===== config.mk =====
export PLATFORM = sky130hd
export DESIGN_NAME = kuf_front
export DESIGN_NICKNAME = d
export VERILOG_FILES = /design/src/hdl/kuf_pkg.sv /design/src/hdl/kuf_front.sv
export SDC_FILE = /design/constraint.sdc
export NUM_CORES = 1
export LEC_CHECK = 0
export BUFFER_PORTS_ARGS = -buffer_cell sky130_fd_sc_hd__buf_2
export CORE_MARGIN = 4
export CORE_UTILIZATION = 46
export DETAILED_ROUTE_END_ITERATION = 6
export GPL_ROUTABILITY_DRIVEN = 0
export PLACE_DENSITY = 0.75
export SKIP_CTS_REPAIR_TIMING = 1
export SLEW_MARGIN = 25
export SYNTH_ARGS = -nofsm -noshare
export SYNTH_HDL_FRONTEND = slang
export SYNTH_SLANG_ARGS = --single-unit

===== constraint.sdc =====
create_clock -name clk -period 3 [get_ports clk]
set_input_delay 0.3 -clock clk [delete_from_list [all_inputs] [get_ports clk]]
set_output_delay 0.3 -clock clk [all_outputs]
set_load 0.05 [all_outputs]

===== src/hdl/kuf_pkg.sv =====
// Shared types and constants for the union-find Kruskal tail.
// Used by kuf_front, kuf_back and kruskal_union_find_threshold.
`default_nettype none
package kuf_pkg;
	localparam int NODE_W  = 10;
	localparam int LEN_W   = 24;
	localparam int LIM_W   = 16;
	localparam int NCNT_W  = 11;
	localparam int CNT_W   = 11;
	localparam int TOT_W   = 26;
	localparam int SUM_W   = 34;
	localparam int RANK_W  = 4;
	localparam int CFG_IDX_W = 8;
	localparam int CFG_DAT_W = 16;

	// node store depth follows the endpoint field width
	localparam int MAX_NODES = 1 << NODE_W;

	localparam logic [CFG_IDX_W-1:0] REG_LENGTH_LIMIT = 8'd0;
	localparam logic [CFG_IDX_W-1:0] REG_NODE_COUNT   = 8'd1;

	localparam logic REQ_CLEAR = 1'b0;
	localparam logic REQ_EDGE  = 1'b1;

	typedef struct packed {
		logic              req_type;
		logic [NODE_W-1:0] node_a;
		logic [NODE_W-1:0] node_b;
		logic [LEN_W-1:0]  edge_length;
	} req_t;

	typedef struct packed {
		logic             joined;
		logic             over_limit;
		logic [CNT_W-1:0] component_count;
		logic [TOT_W-1:0] road_total;
		logic [TOT_W-1:0] track_total;
	} rsp_t;

	// queued command from front to back; road flag precomputed by the front
	typedef struct packed {
		logic              is_edge;
		logic [NODE_W-1:0] node_a;
		logic [NODE_W-1:0] node_b;
		logic [LEN_W-1:0]  edge_length;
		logic              road;
	} cmd_t;
endpackage
`default_nettype wire


===== src/hdl/kuf_front.sv =====
// Front part: accepts requests, classifies edge lengths against the limit,
// and holds a two-word queue toward the back part. Uses kuf_pkg.
`default_nettype none
module kuf_front #(
	parameter int FRAC_BITS = 8
) (
	input  wire                 clk,
	input  wire                 arst_n,
	input  wire                 in_valid,
	input  kuf_pkg::req_t       in_req,
	input  wire [kuf_pkg::LIM_W-1:0] length_limit,
	output logic                full,
	output logic                empty,
	output kuf_pkg::cmd_t       head,
	input  wire                 pop
);
	import kuf_pkg::*;

	localparam int LIMX_W = ((LIM_W + FRAC_BITS > LEN_W) ? LIM_W + FRAC_BITS : LEN_W) + 1;

	cmd_t slot_q [2];
	logic rd_q, wr_q;
	logic [1:0] cnt_q;
	cmd_t cmd;
	logic [LIMX_W-1:0] lim_x;
	logic [LIMX_W-1:0] len_x;

	always_comb begin
		lim_x = LIMX_W'(length_limit) << FRAC_BITS;
		len_x = LIMX_W'(in_req.edge_length);
		cmd.is_edge     = in_req.req_type == REQ_EDGE;
		cmd.node_a      = in_req.node_a;
		cmd.node_b      = in_req.node_b;
		cmd.edge_length = in_req.edge_length;
		cmd.road        = len_x <= lim_x;
	end

	assign full  = cnt_q == 2'd2;
	assign empty = cnt_q == 2'd0;
	assign head  = slot_q[rd_q];

	always_ff @(posedge clk) begin
		if (in_valid && !full) slot_q[wr_q] <= cmd;
	end

	always_ff @(posedge clk or negedge arst_n) begin
		if (!arst_n) begin
			rd_q  <= 1'b0;
			wr_q  <= 1'b0;
			cnt_q <= 2'd0;
		end else begin
			if (in_valid && !full) wr_q <= ~wr_q;
			if (pop) rd_q <= ~rd_q;
			cnt_q <= cnt_q + 2'(in_valid && !full) - 2'(pop);
		end
	end

	pop_nonempty: assert property (@(posedge clk) disable iff (!arst_n) pop |-> !empty)
		else $error("pop from empty queue");
	no_overflow: assert property (@(posedge clk) disable iff (!arst_n) cnt_q != 2'd3)
		else $error("queue count out of range");
	push_grows: assert property (@(posedge clk) disable iff (!arst_n)
		(in_valid && !full && !pop) |=> cnt_q == $past(cnt_q) + 2'd1)
		else $error("push lost");
endmodule
`default_nettype wire


==> summary.md <==
| Metric | Value |
|---|---|
| Die ar. | `10100 um^2` |
| Vias in the first global route | `2323` |
| Gr usage total | `14.9%` |
| Clock transition at the registers of the reported paths | `0.09 ns` |
| Synthesized area per cell | `approximately 18 um^2` |
| CTS tree | `built` |
| Synth top cells by count | `edfxtp_1 (92), mux2_2 (46), ha_1 (18), inv_1 (18), a21oi_1 (6)` |
| WL met1 | `2850 um` |
| Synth Warn # | `0` |
| Cells after Synth | `218` |
| Seq/Total Area, Yosys | `roughly 73%` |
| Crit Reg-Reg Startpoint | `cnt_q[1]` |
| CTS Buffer Depth | `2` |
| Cell area power density | `1030 nW/um^2` |
| Post-route cell area | `4860 um^2` |
| Share of the synthesized area in the top cell type | `70.3%` |
| Core area | `8260 um^2` |
| Wirelength per Cell | `16.2 um` |
| Worst setup margin | `~0.75 ns` |
| Final setup fails | `0` |
| CTS Buf Count | `9` |
| Total length of routed met3 wires | `495 um` |
| I/O pin total | `about 110` |
| Hold Crit Class | `input port to register` |
| Final cell count without fillers | `between 400 and 500` |
| Tmin final | `2.25 ns` |
| RSZ-0062 raised after global routing | `false` |
| WP data required | `2.70 ns` |
| Met2 WL | `3850 um` |
| Clock sink count | `96` |
| Top-count cell post-synth | `edfxtp_1` |
| Pre-CTS setup slack | `1.06 ns` |
| FMAX | `445 MHz` |
| Final hold vios | `0` |
| Post-route setup TNS | `0 ns` |
| HP Start | `in_req[25]` |
| Syn_nets | `approximately 300` |
| Final Slew Violations | `0` |
| Wirelength, routed | `roughly 7300 um` |
| Worst slew pin tran | `approximately 0.61 ns` |
| Root buffer cell | `clkbuf_8` |
| Vias | `2245` |
| Uppermost routed layer | `met4` |
| Netlist cell types | `26` |
| Initial antenna violation count | `0` |
| Initial Util | `47.6%` |
| Crit path launch | `rd_q` |
| Detailed Routing Iterations Pass 1 | `4` |
| Largest net degree at the start of global routing | `29` |
| Period Utilization, post-route | `around three quarters` |
| Slew headroom | `59.2%` |
| Maximum vdd drop | `0.000489 V` |
| Htree depth | `3` |
| Max-cap violation count | `0` |
| Yosys top cell by area | `edfxtp_1` |
| Worst setup EP type | `primary output` |
| Layout area overhead | `23.8%` |
| Most used DFF post-synth | `edfxtp_1` |
| Overflow after GRT | `0` |
| Register-to-register setup slack | `between 1 and 1.5 ns` |
| WP data arrival | `just under 2 ns` |
| Layout cells sized above 1 | `53.0%` |
| Residual DRC | `0` |
| #FFs+latches synth | `96` |
| Die width | `around 100 um` |
| Synth area leaders | `edfxtp_1 (70%), mux2_2 (13%), ha_1 (5.7%)` |
| Global-route wire length before repair | `11400 um` |
| Setup Skew | `0.0117 ns` |
| DP Area | `4650 um^2` |
| Layout fillers | `695` |
| Area of the mapped netlist | `3930 um^2` |
| Largest fanout on the critical path | `24` |
| Post-DP HPWL | `5280 um` |
| Antenna Violating Nets Remaining | `0` |
| Number of port buffers | `between 100 and 150` |
| Initial drt markers | `between 40 and 50` |
| Status | `finished, final reports clean` |
| Crit path launch type | `register` |
| Antenna cells | `0` |
| EDFF count, synth | `92` |
| Placed Cells | `about 430` |
| Cell leakage power | `1.96 nW` |
| Vias/cell | `4.99` |
| Skew-Pair Late Insertion Delay | `0.35 ns` |
| Rows | `33` |
| Setup Crit Path Kind | `register to primary output` |
| Die height | `100 um` |
| Post-synth ARST share | `4.17%` |
| Nets | `423` |
## placed cells by master, fill, tap and decap left out, types with 2 or more instances in the layout
| cell type | count |
|---|---|
| mux2_2 | 46 |
| buf_12 | 2 |
| a21oi_1 | 6 |
| xnor2_1 | 3 |
| buf_2 | 112 |
| edfxtp_1 | 92 |
| inv_6 | 3 |
| inv_1 | 18 |
| ha_1 | 18 |
| nand4_1 | 3 |
| dfrtp_1 | 3 |
| nand3_1 | 2 |
| nand2_1 | 4 |
| clkbuf_8 | 9 |
| nor2_1 | 2 |
## stage by stage
step / util (%) / hold slack, ns / power, mW
after floorplan: - / 0.00441 / 3.68
after global placement: 56.3 / 0.108 / 4.17
after detailed placement: 56.3 / 0.112 / 4.21
after CTS: 58.8 / -0.273 / 5.06
after global routing: 58.9 / 0.108 / 5.23
final: 58.9 / 0.135 / 4.99
## layout make-up
| type | count | area, um^2 | area share (%) |
|---|---|---|---|
| well taps | 105 | 131 | 2.70 |
| repair buffers | 116 | 618 | 12.7 |
| inverters | 18 | 67.6 | 1.39 |
| multi-input cells | 99 | 982 | 20.2 |
| flip-flops and latches | 96 | 2860 | 58.9 |
| clock buffers | 9 | 124 | 2.55 |
| clock inverters | 7 | 77.6 | 1.59 |
## layer usage
metal / vias to the layer above / GRT usage (%)
li1: 1081 / -
met4: 0 / 5.60
met2: 74 / 26.9
met1: 1082 / 16.8
met3: 8 / 4.03
met5: - / 0
## final timing paths
path                                 end  cells after the start
max                             head[24]                      3
min in group asynchronous       cnt_q[0]                      2
max in group asynchronous           rd_q                      2
max reg2reg                slot_q[1][35]                      3
min reg2reg                     cnt_q[0]                      1
min                        slot_q[1][26]                      1
## sequential cells by signal, indices dropped and copies added, names as in the netlist
name and count:
rd_q 1, slot_q 92, wr_q 1, cnt_q 2
## kinds of logic (layout without fill, tap and decap cells)
kind of cell / after synthesis / in the layout / share of synthesized area, %
mux: 46 / 46 / 13.2
simple gates: 19 / 19 / 2.83
fa+ha+maj: 18 / 18 / 5.73
flops: 96 / 96 / 72.9
buf+inv: 23 / 150 / 2.36
xor+xnor: 4 / 4 / 0.892
compound gates: 12 / 12 / 2.13
## worst max-delay path, cell delays in order, from the launching register on
cell     delay (ns)
dfrtp_2        0.73
buf_12         0.27
mux2_2         0.37
buf_2          0.22
## where the power goes
group | switching, mW | total (mW) | internal [mW]
clock network | 0.451 | 0.845 | 0.394
registers | 0.141 | 1.97 | 1.83
logic | 1.55 | 2.17 | 0.628
total | 2.14 | 4.99 | 2.86
Note: power is estimated with default switching activity, not from simulation.
